**config.mk**
```make
export PLATFORM = sky130hd
export DESIGN_NAME = lpht_hash
export DESIGN_NICKNAME = d
export VERILOG_FILES = /design/src/assert_macros.svh /design/src/lpht_pkg.sv /design/src/lpht_hash.sv
export SDC_FILE = /design/constraint.sdc
export NUM_CORES = 1
export LEC_CHECK = 0
export BUFFER_PORTS_ARGS = -buffer_cell sky130_fd_sc_hd__buf_2
export CORE_MARGIN = 4
export CORE_UTILIZATION = 35
export DETAILED_ROUTE_END_ITERATION = 8
export GPL_TIMING_DRIVEN = 0
export RECOVER_POWER = 100
export SLEW_MARGIN = 20
export SYNTH_ARGS = -nofsm -noshare
export SYNTH_HDL_FRONTEND = slang
export SYNTH_SLANG_ARGS = --single-unit
```
**constraint.sdc**
```tcl
create_clock -name vclk -period 3.1
set_clock_uncertainty 0.05 [all_clocks]
set_input_delay 0.465 -clock vclk [all_inputs]
set_output_delay 0.465 -clock vclk [all_outputs]
set_load 0.03 [all_outputs]
```
**src/assert_macros.svh**
```systemverilog
// Assertion macros shared by the hash table RTL.
// Each macro clocks on clk_i and is disabled while rst_ni is low.
`ifndef ASSERT_MACROS_SVH
`define ASSERT_MACROS_SVH

// Condition must hold at every clock edge.
`define ASSERT_ALWAYS(label, cond, msg) \
  label: assert property (@(posedge clk_i) disable iff (!rst_ni) (cond)) else $error(msg);

// Consequent must hold in the same cycle as the antecedent.
`define ASSERT_IMPLY(label, ante, cons, msg) \
  label: assert property (@(posedge clk_i) disable iff (!rst_ni) (ante) |-> (cons)) \
    else $error(msg);

// Consequent must hold in the cycle after the antecedent.
`define ASSERT_NEXT(label, ante, cons, msg) \
  label: assert property (@(posedge clk_i) disable iff (!rst_ni) (ante) |=> (cons)) \
    else $error(msg);

`endif

```
**src/lpht_pkg.sv**
```systemverilog
// Package for the linear probe hash table: item types, codes and table constants.
// Used by lpht_hash and the top level; depends on nothing.
package lpht_pkg;

  localparam int unsigned CAPACITY   = 1024;
  localparam int unsigned IDX_W      = $clog2(CAPACITY);
  localparam int unsigned CNT_W      = IDX_W + 1;
  localparam int unsigned KEY_W      = 64;
  localparam int unsigned DATA_W     = 32;
  localparam int unsigned MARK_W     = 2;
  // Smallest count at which a new key is refused (count*4 >= CAPACITY*3).
  localparam int unsigned FULL_LIMIT = (CAPACITY * 3 + 3) / 4;
  localparam logic [KEY_W-1:0] HASH_MUL = 64'h9e3779b97f4a7c15;

  typedef enum logic [1:0] {
    FN_SET    = 2'd0,
    FN_GET    = 2'd1,
    FN_REMOVE = 2'd2
  } func_e;

  typedef enum logic [2:0] {
    ST_INSERTED  = 3'd0,
    ST_UPDATED   = 3'd1,
    ST_FOUND     = 3'd2,
    ST_NOT_FOUND = 3'd3,
    ST_REMOVED   = 3'd4,
    ST_FULL      = 3'd5
  } status_e;

  typedef enum logic [MARK_W-1:0] {
    MK_EMPTY   = 2'd0,
    MK_USED    = 2'd1,
    MK_DELETED = 2'd2
  } mark_e;

  typedef enum logic [1:0] {
    S_CLEAR,
    S_IDLE,
    S_PROBE
  } state_e;

  typedef struct packed {
    logic [1:0]              func;
    logic signed [KEY_W-1:0] key;
    logic [DATA_W-1:0]       value_in;
  } req_t;

  typedef struct packed {
    logic [2:0]        status;
    logic [DATA_W-1:0] value_out;
  } rsp_t;

endpackage

```
**src/lpht_hash.sv**
```systemverilog
// Home slot computation: low index bits of key times the golden-ratio constant.
// Depends on lpht_pkg for the index width and the multiplier.
module lpht_hash
  import lpht_pkg::*;
(
  input  logic [IDX_W-1:0] key_lo_i,
  output logic [IDX_W-1:0] home_o
);

  // Low bits of a product depend only on the low bits of both factors.
  logic [2*IDX_W-1:0] prod;

  assign prod   = key_lo_i * HASH_MUL[IDX_W-1:0];
  assign home_o = prod[IDX_W-1:0];

endmodule

```
---- After elaboration in Yosys (flattened, before gate mapping) ----
Index checks and enable logic that the tools add are counted.
storage, ports and cells
  register bits after elaboration ......... 0
  logic and storage cells ................. 1
  output and inout bits ................... 10
operators by class
  multiply operators ...................... 1
operator list
  operator                 number
  $mul A10 B5 Y10 const B  1

---- Logic depth before layout (Yosys ltp) ----
  depth in word-level cells ............... 1
  mapped depth ............................ 10

---- Worst setup path before layout ----
Ideal clock, no wire load.
  path kind ............................... input to output
  from .................................... input port key_lo_i[3]
  to ...................................... output port home_o[9]
  path slack .............................. -0.176 ns
  stages .................................. 10
  arrival ................................. 2.761 ns
  cell sequence ........................... ha_1 -> ha_1 -> inv_1 -> fa_1 -> inv_1 -> ha_1 -> o21ai_0 -> a21boi_0 -> o2bb2ai_2 -> xnor2_1
on the way
  word-level cells in the longest chain between the ends .. 1
RTL lines
  what             RTL line         source
  from (decl)      lpht_hash.sv:6   input logic [IDX_W-1:0] key_lo_i,
  $mul A10 B5 Y10  lpht_hash.sv:13  assign prod = key_lo_i * HASH_MUL[IDX_W-1:0];
  to (decl)        lpht_hash.sv:7   output logic [IDX_W-1:0] home_o
No other way between the ends.

---- Final worst setup path ----
  from .................................... input port key_lo_i[5]
  to ...................................... output port home_o[8]
The elaborated chain is that of the path after synthesis.

==> flow_summary_export.csv <==
group,metric,value,unit
floorplanning,start_util,39.01,%
routing,dr.pass1.iters,4,
global_routing,grt_pass1_wl,1814,um
job,cap_violations,0,
sta,layout_min_cycle_time,3072,ps
routing,drt-initial-drc-count,10,
floorplanning,core-area,1366,um^2
setup_path,cp_slowest_cell,"fa_1",
placed_design,portBuffers,20,
pwr,p_leak,0.3716,nW
global_routing,track_usage,11.38,%
sta,maxSlewViolCount,0,
synth,yosysUniqueCellTypes,18,
routing,avgViaCountPerCell,4.796,
status,status,"finished, final reports clean",
routing,num_vias,470,
layout,n_antenna_cell,0,
floorplanning,pin_count,20,
global_routing,overflow,0,
setup_path,crit_chain,"buf_8 > ha_4 > ha_4 > inv_4 > fa_1 > inv_2 > ha_4 > nand2_2 > o211ai_1 > xor2_2 > buf_6",
floorplanning,die_area,2211,um^2
routing,wirelength,1154,um
routing,drc,0,
sta,layout_setup_ws,28.12,ps
pwr,vdd_drop_max,0.2778,mV
pwr,power.internal,0.1916,mW
setup_path,arrival,2560,ps
pwr,power_switching,0.2330,mW
placed_design,postPlaceCellArea,669.4,um^2
layout,layout-drive-gt1-share,49.40,%
placed_design,gp_congestion,0.6914,
worst_hold_path,hold_path_class,"input pin to primary output",
sta,max_slew_margin,75.42,%
setup_path,cp.buffers_inverters,4,
pwr,swShare,54.88,%
sta,holdWs,1312,ps
setup_path,cp.required,2580,ps
placed_design,hpwl,921.2,um
pwr,power_density,504.9,nW/um^2
setup_path,path_common_cell,"ha_4",
setup_path,cp-start-kind,"input pin",
pwr,seq_power_share,0,%
sta,max_freq,325.5,MHz
floorplanning,die_h,47.03,um
layout,area_growth,57.75,%
layout,nets,115,
pwr,clockPowerShare,0,%
layout,layout_common_cells,"ha_4 (9), ha_1 (8)",
routing,ant_nets,0,
global_routing,grt_max_degree,5,
pwr,pwr-share-comb,100.0,%
sta,finalSetupViolCount,0,
synth,yosysSeqAreaShare,0,%
sta,fin_crit_sh,99.09,%
global_routing,grt_pass1_vias,433,
layout,nClkBuffers,0,
synth,syn_area_per_cell,8.884,um^2
layout,seq_cell_count,0,
sta,grt_setup_unrepaired,"yes",
synth,synth_area,533.0,um^2
layout,final_common_cell,"ha_4",
synth,synth_warnings,0,
sta,timing_hold_violations_final,0,
setup_path,cp_max_fo,4,
layout,ff_latch_area,0,um^2
setup_path,cpPeakStageDelay,510,ps
setup_path,endpoint_kind,"primary output",
global_routing,antenna_found_initial,0,
placed_design,pre_cts_ws,-239.3,ps
routing,wire_per_inst,11.78,um
layout,finalInstanceArea,840.8,um^2
floorplanning,die_x,47.03,um
setup_path,cpLargestDelayFamily,"adder cells",
floorplanning,rows,13,
sta,tightest_slew,370.2,ps
pwr,power,0.4245,mW
synth,synth_nets,90,
setup_path,setup.worst_path.class,"input pin to primary output",
synth,synthCells,60,
## power groups by stage
stage / sequential [mW] / combinational (mW) / clock [mW]
global route: 0 / 0.459 / 0
CTS: 0 / 0.412 / 0
floorplan: 0 / 0.266 / 0
global placement: 0 / 0.334 / 0
finish: 0 / 0.425 / 0
detailed placement: 0 / 0.337 / 0
## kinds of logic (layout without fill, tap and decap cells)
kind of cell             count (synthesis)  count (layout)  share of synthesized area (%)
XOR/XNOR                                11              11                          18.08
AND/OR/NAND/NOR                          6               6                          4.929
adder cells (fa/ha/maj)                 20              20                          49.77
AO/OA/AOI/OAI                           11              11                          17.37
buffers and inverters                   12              35                          9.859
## tightest hold or removal path, stage by stage
cell and delay [ps]:
buf_2 110, buf_4 120, clkbuf_1 200
## final timing paths
check,endpoint,start,slack (ps),cells past startpoint
min,home_o[0],key_lo_i[0],1310,3
max,home_o[8],key_lo_i[5],30,11
## repair_timing
item                       4_1_cts  5_1_grt
resized for setup               20        9
hold buffers                     0        0
gates cloned                     0        0
hold endpoints to repair         0        0
setup endpoints to repair        2        2
setup buffers                    0        3
pin swaps                        8       10
## final cells by class
type | instances | area, um^2
buffer | 2 | 15.01
multi-input combinational | 48 | 621.8
inverter | 10 | 40.04
fill | 127 | 525.5
timing repair buffer | 23 | 145.1
tap | 15 | 18.77
## cell usage after synthesis, drive strengths merged
| cell | count | share of area (%) |
|---|---|---|
| a21boi | 1 | 1.4 |
| a21o | 1 | 1.6 |
| a21oi | 3 | 4.9 |
| a31o | 2 | 3.3 |
| buf | 2 | 2.8 |
| fa | 2 | 7.5 |
| ha | 18 | 42 |
| inv | 10 | 7.0 |
| nand2 | 3 | 2.1 |
| nand2b | 1 | 1.2 |
| nor2 | 1 | 0.70 |
| nor3 | 1 | 0.94 |
| o211ai | 1 | 1.4 |
| o21ai | 2 | 1.9 |
| o2bb2ai | 1 | 2.8 |
| xnor2 | 8 | 13 |
| xor2 | 3 | 4.9 |
## through the flow
step | util, % | setup TNS, ps | std cells
after floorplan | - | 0 | 60
after CTS | 58.79 | 0 | 95
after global placement | 48.99 | -329.9 | 95
final | 61.54 | 0 | 98
after global routing | 61.54 | -87.05 | 98
after detailed placement | 48.99 | -413.4 | 95
## layer usage
metal / vias up / part of all wire (%) / track usage (%)
met1: 208 / 44 / 13.38
met2: 14 / 49 / 22.76
met5: - / 0 / 0
met4: 0 / 0 / 1.657
met3: 0 / 7.0 / 0.3831
li1: 248 / - / -
Power figures use the tool's default switching activity.
