<file path="src/assert_macros.svh">
// Assertion macros shared by the hash table RTL.
// Each macro clocks on clk_i and is disabled while rst_ni is low.
`ifndef ASSERT_MACROS_SVH
`define ASSERT_MACROS_SVH

// Condition must hold at every clock edge.
`define ASSERT_ALWAYS(label, cond, msg) \
  label: assert property (@(posedge clk_i) disable iff (!rst_ni) (cond)) else $error(msg);

// Consequent must hold in the same cycle as the antecedent.
`define ASSERT_IMPLY(label, ante, cons, msg) \
  label: assert property (@(posedge clk_i) disable iff (!rst_ni) (ante) |-> (cons)) \
    else $error(msg);

// Consequent must hold in the cycle after the antecedent.
`define ASSERT_NEXT(label, ante, cons, msg) \
  label: assert property (@(posedge clk_i) disable iff (!rst_ni) (ante) |=> (cons)) \
    else $error(msg);

`endif

</file>
<file path="src/lpht_ram.sv">
// Generic single-port-write, single-port-read RAM with registered read data.
// Standalone; no package needed.
module lpht_ram #(
  parameter int unsigned WIDTH = 8,
  parameter int unsigned DEPTH = 16
) (
  input  logic                     clk_i,
  input  logic                     we_i,
  input  logic [$clog2(DEPTH)-1:0] waddr_i,
  input  logic [WIDTH-1:0]         wdata_i,
  input  logic                     re_i,
  input  logic [$clog2(DEPTH)-1:0] raddr_i,
  output logic [WIDTH-1:0]         rdata_o
);

  logic [WIDTH-1:0] mem [DEPTH];
  logic [WIDTH-1:0] rdata_q;

  always_ff @(posedge clk_i) begin
    if (we_i) begin
      mem[waddr_i] <= wdata_i;
    end
    if (re_i) begin
      rdata_q <= mem[raddr_i];
    end
  end

  assign rdata_o = rdata_q;

endmodule

</file>
<file path="config.mk">
export PLATFORM = sky130hd
export DESIGN_NAME = lpht_ram
export DESIGN_NICKNAME = d
export VERILOG_FILES = /design/src/assert_macros.svh /design/src/lpht_ram.sv
export SDC_FILE = /design/constraint.sdc
export NUM_CORES = 1
export LEC_CHECK = 0
export BUFFER_PORTS_ARGS = -buffer_cell sky130_fd_sc_hd__buf_2
export CORE_MARGIN = 1
export CORE_UTILIZATION = 35
export DETAILED_ROUTE_END_ITERATION = 10
export SLEW_MARGIN = 20
export SYNTH_ARGS = -nofsm -noshare
export SYNTH_HDL_FRONTEND = slang
export SYNTH_SLANG_ARGS = --single-unit
export TNS_END_PERCENT = 20
</file>
<file path="constraint.sdc">
create_clock -name clk_i -period 2 [get_ports clk_i]
set_input_delay 0.3 -clock clk_i [delete_from_list [all_inputs] [get_ports clk_i]]
set_output_delay 0.3 -clock clk_i [all_outputs]
set_load 0.005 [all_outputs]
</file>
Word level (Yosys, flattened, before mapping)
Memories as Yosys holds them, arrays and structs flattened. A register that Yosys moved wholly into a read port is not among the register bits. Cells that the tools add are included.

Flip-flop bits (word level): 0. Bits in latches: 0. RAM bits: 128. Bits in read-only memories: 0. Bits of input ports: 19. Output and inout bits: 8. Logic and storage cells: 3. Memories kept: 1.

$add $sub $neg: 0. $mul: 0. Divide/modulo/power cells: 0. Order comparisons: 0. Equal/unequal tests: 0. Shifts and indexed selects: 0. Multiplexer cells: 2. Bitwise operators: 0. Reductions and logical operators: 0.

Memory list: mem (words 16, width 8, read ports 1, clocked after Yosys merged registers in 1, wr ports 1, line lpht_ram.sv:16) `logic [WIDTH-1:0] mem [DEPTH];`.

Operator list (count): $mux W1 (2).

Longest topological paths before layout
Gate-level depths: netlist of the first run.

Word-level depth: 2. Gate-level depth with buffers: 5.

Worst setup path after synthesis of the first run
No wires, ideal clock.

Path kind: input port to flip-flop. Start: input waddr_i[2]. End: memory mem[0][0] (enable). Library setup time: 0.383 ns. Arrival time: 1.410 ns. Data required time: 1.617 ns. Slack: 0.207 ns. Cell stages on the path: 2. Path through: or3b_2 -> nor3_1.

RTL lines: from (decl) (line lpht_ram.sv:9) `input logic [$clog2(DEPTH)-1:0] waddr_i,`; to (decl) (line lpht_ram.sv:16).

No word-level cell before the write port.

==> impl_metrics.ini, run 1 <==
[power_and_ir_drop]
p_leak_uw = 0.00213
power.total_uw = 6650
ir_worst_vdd_uv = 535
power_density_nw_per_um2 = 1050

[timing]
timing.hold.ws_ns = 0.277
slew_viol_final = 0
max_slew_margin_pct = 67.3
hold_viol = 0
max_freq_mhz = 669
setup_violations = 0
period_share_pct = 74.7
clock_skew_ns = 0.00835
rsz0062_at_grt = no
setup_tns_ns = 0
min_period_ns = 1.49
tightest_slew_ns = 0.489

[worst_setup_path]
critPathCapture = rdata_o[1]
path_class = reg -> reg
reg2regPathDepth = 3
rrSetupSlack_ns = 0.51
path_max_fanout = 1
cp.required_ns = 2.15
timing.rr.end = rdata_o[1]
setup.worst_path.start = mem[5][1]
r2r_start = mem[5][1]
cp-start-kind = register
crit_arrival_ns = 1.65
endpoint_kind = register

[clocking]
cts_resized = 0
clkTransAtPathRegs_ns = 0.06
cts_tree = yes
clockBufferDepth = 2
cts-root-buf = clkbuf_16
htree_levels = 4
numClockSinks = 136
cts_inserted_buffers = 17
cts_setup_buffers = 0
insertion_delay_ns = 0.40
cts_hold_buf = 0

[final_layout]
n_fill_cell = 1284
multi_input_area_sq_um = 1060
layout.cells.non_filler = 484
finish.net_count = 306
final_layout_size_suffix_gt1_share_pct = 31.0
syn_to_final_growth_pct = 20.6
seq_area_sq_um = 4080
antenna_cells = 0

[placed_design]
dp_cells = 452
post-dp-hpwl_um = 6700
portBuffers = 26
gp_congestion = 0.716

[synthesis]
synth_top_cell_by_area = edfxtp_1
netlist_instances = 229
yosys_warnings = 0
synth_fp_nets = 248
synth_ff_type = edfxtp_1
synth.area.top_cells = edfxtp_1, mux4_2, mux4_1
synthArstFlopShare_pct = 0
synth_edf_count = 136
synth_common_cells = edfxtp_1, mux4_2, a22oi_1, mux4_1, nor2_1
synthDistinctLibCells = 18
syn-mean-instance-area_sq_um = 22.8
synth_most_common_cell = edfxtp_1
syn-cell-area_sq_um = 5230
synth_top_area_share_pct = 78.1
synth-seq-cells = 136
ys_seq_area_share_pct = 78.1

[floorplan]
fp.dieH_um = 124
fp.dieW_um = 124
ios = 27
start_util_pct = 36.0
die_area_sq_um = 15400
std_cell_rows = 44
core-area_sq_um = 14500

[global_route]
overflow = 0
grt_max_degree = 23
grt_pass1_wl_um = 15600
track_usage_pct = 14.2
first_global_vias = 2614
antenna_found_initial = 0

[worst_hold_path]
holdPathStages = 1
hp-class = in -> reg

[detailed_routing]
vias = 2470
postRouteAntennaNets = 0
viasPerCell = 5.10
wl_per_cell_um = 21.2
drt_iter0_drc = 148
drc = 0
firstDrtPassIters = 4
drt_wl_total_um = 10300

[job]
maxCapViolCount = 0

[status]
outcome = completed
[worst min path at each step]
stage,end,slack [ns],from
2_1_floorplan,mem[0][0],0.40,wdata_i[0]
3_3_place_gp,mem[6][7],0.69,wdata_i[7]
5_1_grt,rdata_o[0],0.26,re_i
4_1_cts,rdata_o[0],0.26,re_i
6_report,rdata_o[1],0.28,re_i
3_5_place_dp,rdata_o[0],0.69,re_i
[routing by layer]
metal  part of all wire [%]  track usage (%)  routed length, um  up-vias
li1                       -                -                  -     1097
met4                   0.75             5.88                 77        0
met3                    5.2             3.97                538        8
met1                     44             18.7               4530     1279
met5                      0                0                  0        -
met2                     50             22.1               5130       86
[cells in the final DEF (no fill, tap or decap)]
cell        netlist  layout
a22oi_1          16      16
and2_1            1       1
and2b_1           1       1
buf_12            0       3
buf_2             3      26
buf_4             1      20
bufinv_16         0       4
clkbuf_1          0       4
clkbuf_16         0      17
clkinv_1          0       3
clkinv_2          0       3
clkinvlp_4        0       1
edfxtp_1        136     136
mux4_1           14      14
mux4_2           18      18
nand2_1           9       9
nand2b_1          2       2
nand3_1           1       1
nand3b_1          2       2
nor2_1           13      13
nor2b_1           1       1
nor3_1            4       4
or3b_2            1       1
[area by class of cell]
class | count | share of cell area [%]
flip-flops and latches | 136 | 64.8
clock inverters | 11 | 2.44
repair buffers | 49 | 5.40
multi-input cells | 83 | 16.8
clock buffers | 21 | 6.98
well taps | 184 | 3.65
[registers in the layout (all words and copies together) (netlist names)]
register and flops:
rdata_o 8, mem 128
[where the power goes]
| part | switching, uW | total, uW | internal [uW] |
|---|---|---|---|
| clock network | 1050 | 3120 | 2060 |
| logic | 170 | 302 | 132 |
| registers | 16.9 | 3230 | 3210 |
| total | 1240 | 6650 | 5410 |
[critical path: stages, from the launching register on]
cell	delay (ns)
edfxtp_1	0.35
mux4_1	0.54
a22oi_1	0.28
nand2_1	0.08
[cell families (layout without fill, tap and decap cells)]
group           after synthesis  in the layout  synth area share [%]
compound gates               16             16                  2.30
buf+inv                      10             81                  1.65
flops                       136            136                  78.1
mux                          32             32                  14.8
simple gates                 35             35                  3.14
[stage by stage]
stage	util, %	worst slack, ns	area [sq um]
2_1_floorplan	-	0.207	5230
3_3_place_gp	39.3	0.132	5710
3_5_place_dp	39.3	0.144	5710
4_1_cts	43.4	0.517	6310
5_1_grt	43.4	0.441	6310
6_report	43.4	0.506	6310
Note: power is estimated with default switching activity, not from simulation.
==> inputs of run 2 (changes only) <==
==> constraint.sdc (replaced) <==
create_clock -name clk_i -period 1.2 [get_ports clk_i]
set_input_delay 0.18 -clock clk_i [delete_from_list [all_inputs] [get_ports clk_i]]
set_output_delay 0.18 -clock clk_i [all_outputs]
set_load 0.005 [all_outputs]
==> impl_metrics.ini, run 2 (synthesized netlist as in run 1, its figures left out) <==
[status]
outcome = finished, violations left
violations = setup timing

[floorplan]
start_util_pct = 36.0
core-area_sq_um = 14500
die_area_sq_um = 15400
std_cell_rows = 44
fp.dieH_um = 124
ios = 27
fp.dieW_um = 124

[worst_setup_path]
crit_chain = mux4_2 > a22oi_2 > nand2_1
setup.worst_path.start = mem[3][6]
cp_num_buf_inv = 0
crit_arrival_ns = 1.55
cp.required_ns = 1.35
cp_top_family = multiplexers
rrSetupSlack_ns = -0.20
path_max_fanout = 1
timing.rr.end = rdata_o[6]
reg2regPathDepth = 3
slowest_delay_ns = 0.48
endpoint_kind = register
crit_slowest_cell = mux4_2
path_class = reg -> reg
r2r_start = mem[3][6]
cp-start-kind = register

[worst_hold_path]
whs_endpoint = mem[4][7]
hp-class = in -> reg
holdPathStages = 1
hold_path.startpoint = wdata_i[7]

[clocking]
clkTransAtPathRegs_ns = 0.06
cts_tree = yes
cts-root-buf = clkbuf_16
htree_levels = 4
numClockSinks = 136
insertion_delay_ns = 0.41
cts_inserted_buffers = 17
clockBufferDepth = 2
cts_hold_buf = 0

[final_layout]
antenna_cells = 0
finish.net_count = 317
final_common_cell = edfxtp_1
seq_area_sq_um = 4080
multi_input_area_sq_um = 1070
syn_to_final_growth_pct = 22.1
fin_util_pct = 43.9
n_fill_cell = 1268
largest_register_ffs = 128
top_register = mem
most-common-layout-cells = edfxtp_1, mux4_2, buf_4, buf_2, clkbuf_16
final_layout_size_suffix_gt1_share_pct = 43.4

[global_route]
antenna_found_initial = 0
overflow = 0
grt_pass1_wl_um = 15800
grt_max_degree = 17
track_usage_pct = 14.2
first_global_vias = 2654

[timing]
setup_tns_ns = -1.45
clock_skew_ns = 0.00687
period_share_pct = 117
setup_violations = 8
rsz0062_at_grt = yes
min_period_ns = 1.40
tightest_slew_ns = 0.885
hold_viol = 0
slew_viol_final = 0
max_freq_mhz = 713
max_slew_margin_pct = 40.9
setup_slack_ns = -0.203

[power_and_ir_drop]
power_density_nw_per_um2 = 1710
p_seq_share_pct = 49.3
p_sw_share_pct = 20.6
power.total_uw = 10900
combPwrFrac_pct = 5.0
switchingPower_uw = 2240
p_int_uw = 8670
ir_worst_vdd_uv = 979
p_leak_uw = 0.00212
clkPwrFrac_pct = 45.7

[placed_design]
gp_congestion = 0.738
post-dp-hpwl_um = 6720
portBuffers = 26

[job]
maxCapViolCount = 0

[detailed_routing]
postRouteAntennaNets = 0
drt_iter0_drc = 278
firstDrtPassIters = 4
wl_per_cell_um = 20.3
viasPerCell = 4.99
drc = 0
drt_wl_total_um = 10100
vias = 2469
[run 2: changes by cell type in the layout (fill, tap and decap cells not counted), sizes merged]
| cell | change |
|---|---|
| inv | +3 |
| clkinvlp | +2 |
| bufinv | -2 |
| clkbuf | -3 |
| buf | +11 |
[run 2: worst max-delay path by stage]
stage | slack (ns) | cells past startpoint | endpoint
6_report | -0.20 | 3 | rdata_o[6]
5_1_grt | -0.26 | 3 | rdata_o[7]
4_1_cts | -0.22 | 3 | rdata_o[6]
3_5_place_dp | -0.60 | 5 | rdata_o[2]
3_3_place_gp | -0.58 | 5 | rdata_o[2]
2_1_floorplan | -0.18 | 5 | rdata_o[1]
[run 2: layout make-up]
class / count / share of cell area (%)
flip-flops and latches: 136 / 64.0
multi-input cells: 83 / 16.7
clock buffers: 18 / 6.73
repair buffers: 60 / 6.63
well taps: 184 / 3.61
clock inverters: 14 / 2.33
[run 2: metrics by stage]
stage	hold WS, ns	setup slack, ns	cell area (sq um)	instances
after global placement	0.573	-0.579	5770	463
after floorplan	0.279	-0.180	5230	229
after CTS	0.149	-0.217	6380	495
after global routing	0.146	-0.264	6380	495
after detailed placement	0.576	-0.600	5770	463
final	0.156	-0.203	6380	495
[run 2: what timing repair did]
| item | CTS | global route |
|---|---|---|
| pin swaps | 2 | 2 |
| gates resized for setup | 8 | 1 |
| setup buffers | 0 | 0 |
| endpoints found under the setup margin | 8 | 10 |
| hold endpoints to repair | 0 | 0 |
[run 2: metal layers]
metal	part of all wire (%)	wire, um	GRT usage, %
met1	44	4480	19.2
met5	0	0	0
met2	48	4850	22.3
met3	6.2	621	3.88
met4	1.1	115	4.68
[run 2: power by group through the flow]
stage | sequential (uW) | clock (uW) | combinational (uW)
floorplan | 5470 | 0 | 298
global placement | 5480 | 0 | 524
detailed placement | 5480 | 0 | 536
CTS | 5380 | 5060 | 556
global route | 5390 | 5260 | 597
finish | 5380 | 4980 | 543
==> inputs of run 3 (changes only) <==
--- a/config.mk
+++ b/config.mk
@@ -5,6 +5,7 @@
 export SDC_FILE = /design/constraint.sdc
 export NUM_CORES = 1
 export LEC_CHECK = 0
+export ABC_AREA = 1
 export BUFFER_PORTS_ARGS = -buffer_cell sky130_fd_sc_hd__buf_2
 export CORE_MARGIN = 1
 export CORE_UTILIZATION = 35
==> impl_metrics.ini, run 3 <==
[status]
outcome = completed

[timing]
slew_viol_final = 0
clock_skew_ns = 0.00628
period_share_pct = 97.7
tightest_slew_ns = 0.582
rsz0062_at_grt = no
max_freq_mhz = 853
hold_viol = 0
setup_tns_ns = 0
max_slew_margin_pct = 61.1
setup_violations = 0
min_period_ns = 1.17
setup_slack_ns = 0.0270

[worst_hold_path]
hp-class = in -> reg
whs_endpoint = rdata_o[1]
hold_path.startpoint = re_i
holdPathStages = 1

[global_route]
antenna_found_initial = 0
overflow = 0
track_usage_pct = 17.1
first_global_vias = 3806
grt_pass1_wl_um = 21700
grt_max_degree = 43

[synthesis]
synth_ff_type = edfxtp_1
synth_common_cells = nand2_1, edfxtp_1, inv_1, nand3_1, nor2_1
ys_seq_area_share_pct = 69.8
synth.area.top_cells = edfxtp_1, nand2_1, nand3_1
yosys_warnings = 0
synth_most_common_cell = nand2_1
synth_top_area_share_pct = 69.8
netlist_instances = 551
synth_top_cell_by_area = edfxtp_1
syn-cell-area_sq_um = 5850
synth-seq-cells = 136
synth_fp_nets = 570
synthArstFlopShare_pct = 0
synth_edf_count = 136
syn-mean-instance-area_sq_um = 10.6
synthDistinctLibCells = 11

[clocking]
cts_inserted_buffers = 17
cts_setup_buffers = 0
numClockSinks = 136
cts-root-buf = clkbuf_16
insertion_delay_ns = 0.43
htree_levels = 4
clkTransAtPathRegs_ns = 0.06
clockBufferDepth = 2
cts_tree = yes
cts_resized = 0
cts_hold_buf = 0

[detailed_routing]
vias = 3932
viasPerCell = 4.75
drt_wl_total_um = 13800
drc = 0
wl_per_cell_um = 16.6
firstDrtPassIters = 6
met1_length_um = 6280
wl_met2_um = 6080
drt_iter0_drc = 405
postRouteAntennaNets = 0
wl_met3_um = 924
routed.top_layer = met4

[job]
maxCapViolCount = 0

[final_layout]
final_cell_area_sq_um = 6910
finish.net_count = 617
n_fill_cell = 1558
most-common-layout-cells = nand2_1, edfxtp_1, inv_1, nand3_1, buf_2
top_register = mem
final_common_cell = nand2_1
final_layout_size_suffix_gt1_share_pct = 14.7
antenna_cells = 0
syn_to_final_growth_pct = 18.3
largest_register_ffs = 128

[worst_setup_path]
path_max_fanout = 1
crit_arrival_ns = 0.99
crit_chain = buf_2
slowest_delay_ns = 0.42
rrSetupSlack_ns = 0.08
r2r_start = mem[7][0]
endpoint_kind = primary output
crit_slowest_cell = edfxtp_1
timing.rr.end = rdata_o[0]
reg2regPathDepth = 6
cp-start-kind = register
cp_num_buf_inv = 1
cp.required_ns = 1.02
path_class = reg -> out
cp_top_family = flip-flops

[placed_design]
dpl_cell_area_sq_um = 6310
pre_cts_ws_ns = -0.204
post-dp-hpwl_um = 8700
portBuffers = 26
gp_congestion = 0.906

[power_and_ir_drop]
power_density_nw_per_um2 = 1610
ir_worst_vdd_uv = 1040
p_leak_uw = 0.00296
power.total_uw = 11100

[floorplan]
die_area_sq_um = 17200
std_cell_rows = 46
ios = 27
fp.dieW_um = 131
core-area_sq_um = 16100
fp.dieH_um = 131
start_util_pct = 36.3
[run 3: how the worst max path moves through the flow]
stage	from	end	slack (ns)	depth (start not counted)
finish	rdata_o[4]	rdata_o[4]	0.03	1
global route	rdata_o[4]	rdata_o[4]	0.0006	1
CTS	rdata_o[4]	rdata_o[4]	0.02	1
detailed placement	raddr_i[1]	rdata_o[5]	-0.20	6
global placement	raddr_i[0]	rdata_o[5]	-0.19	8
floorplan	waddr_i[3]	mem[4][0]	0.07	2
[run 3: worst reg2reg max path, stage by stage, from the launching register on]
cell and delay [ns]:
edfxtp_1 0.37, inv_1 0.07, nand2_1 0.05, nand3_1 0.11
nand3_1 0.12, nand3_1 0.10, nand2_1 0.05
[run 3: through the flow]
step | cells | hold WS, ns | utilization (%)
2_1_floorplan | 551 | 0.279 | -
3_5_place_dp | 795 | 0.560 | 39.2
3_3_place_gp | 795 | 0.548 | 39.2
4_1_cts | 827 | 0.110 | 42.8
5_1_grt | 827 | 0.115 | 42.9
6_report | 827 | 0.122 | 42.9
[run 3: power breakdown]
| part | switching [uW] | internal [uW] | leakage (uW) |
|---|---|---|---|
| combinational | 472 | 206 | 0.00145 |
| clock | 2010 | 3050 | 0.000273 |
| sequential | 31.1 | 5350 | 0.00124 |
| total | 2520 | 8610 | 0.00296 |
[run 3: per-layer routing]
metal / GRT usage [%] / vias to the layer above
met2: 24.7 / 170
li1: - / 1875
met4: 10.0 / 0
met5: 0 / -
met1: 23.1 / 1853
met3: 4.28 / 34
[run 3: cell type report]
cell class              instances  area, sq um  area share [%]
multi-input cells             289         1240            17.9
clock buffers                  17          425            6.15
flip-flops and latches        136         4080            59.1
clock inverters                15          153            2.21
well taps                     216          270            3.91
inverters                     102          383            5.54
repair buffers                 52          363            5.25
[run 3: cells by family (layout without fill, tap and decap cells)]
| logic type | count (synthesis) | count (layout) | share of synthesized area [%] |
|---|---|---|---|
| buffers and inverters | 126 | 186 | 9.39 |
| DFF | 136 | 136 | 69.8 |
| and+or+nand+nor | 289 | 289 | 20.8 |
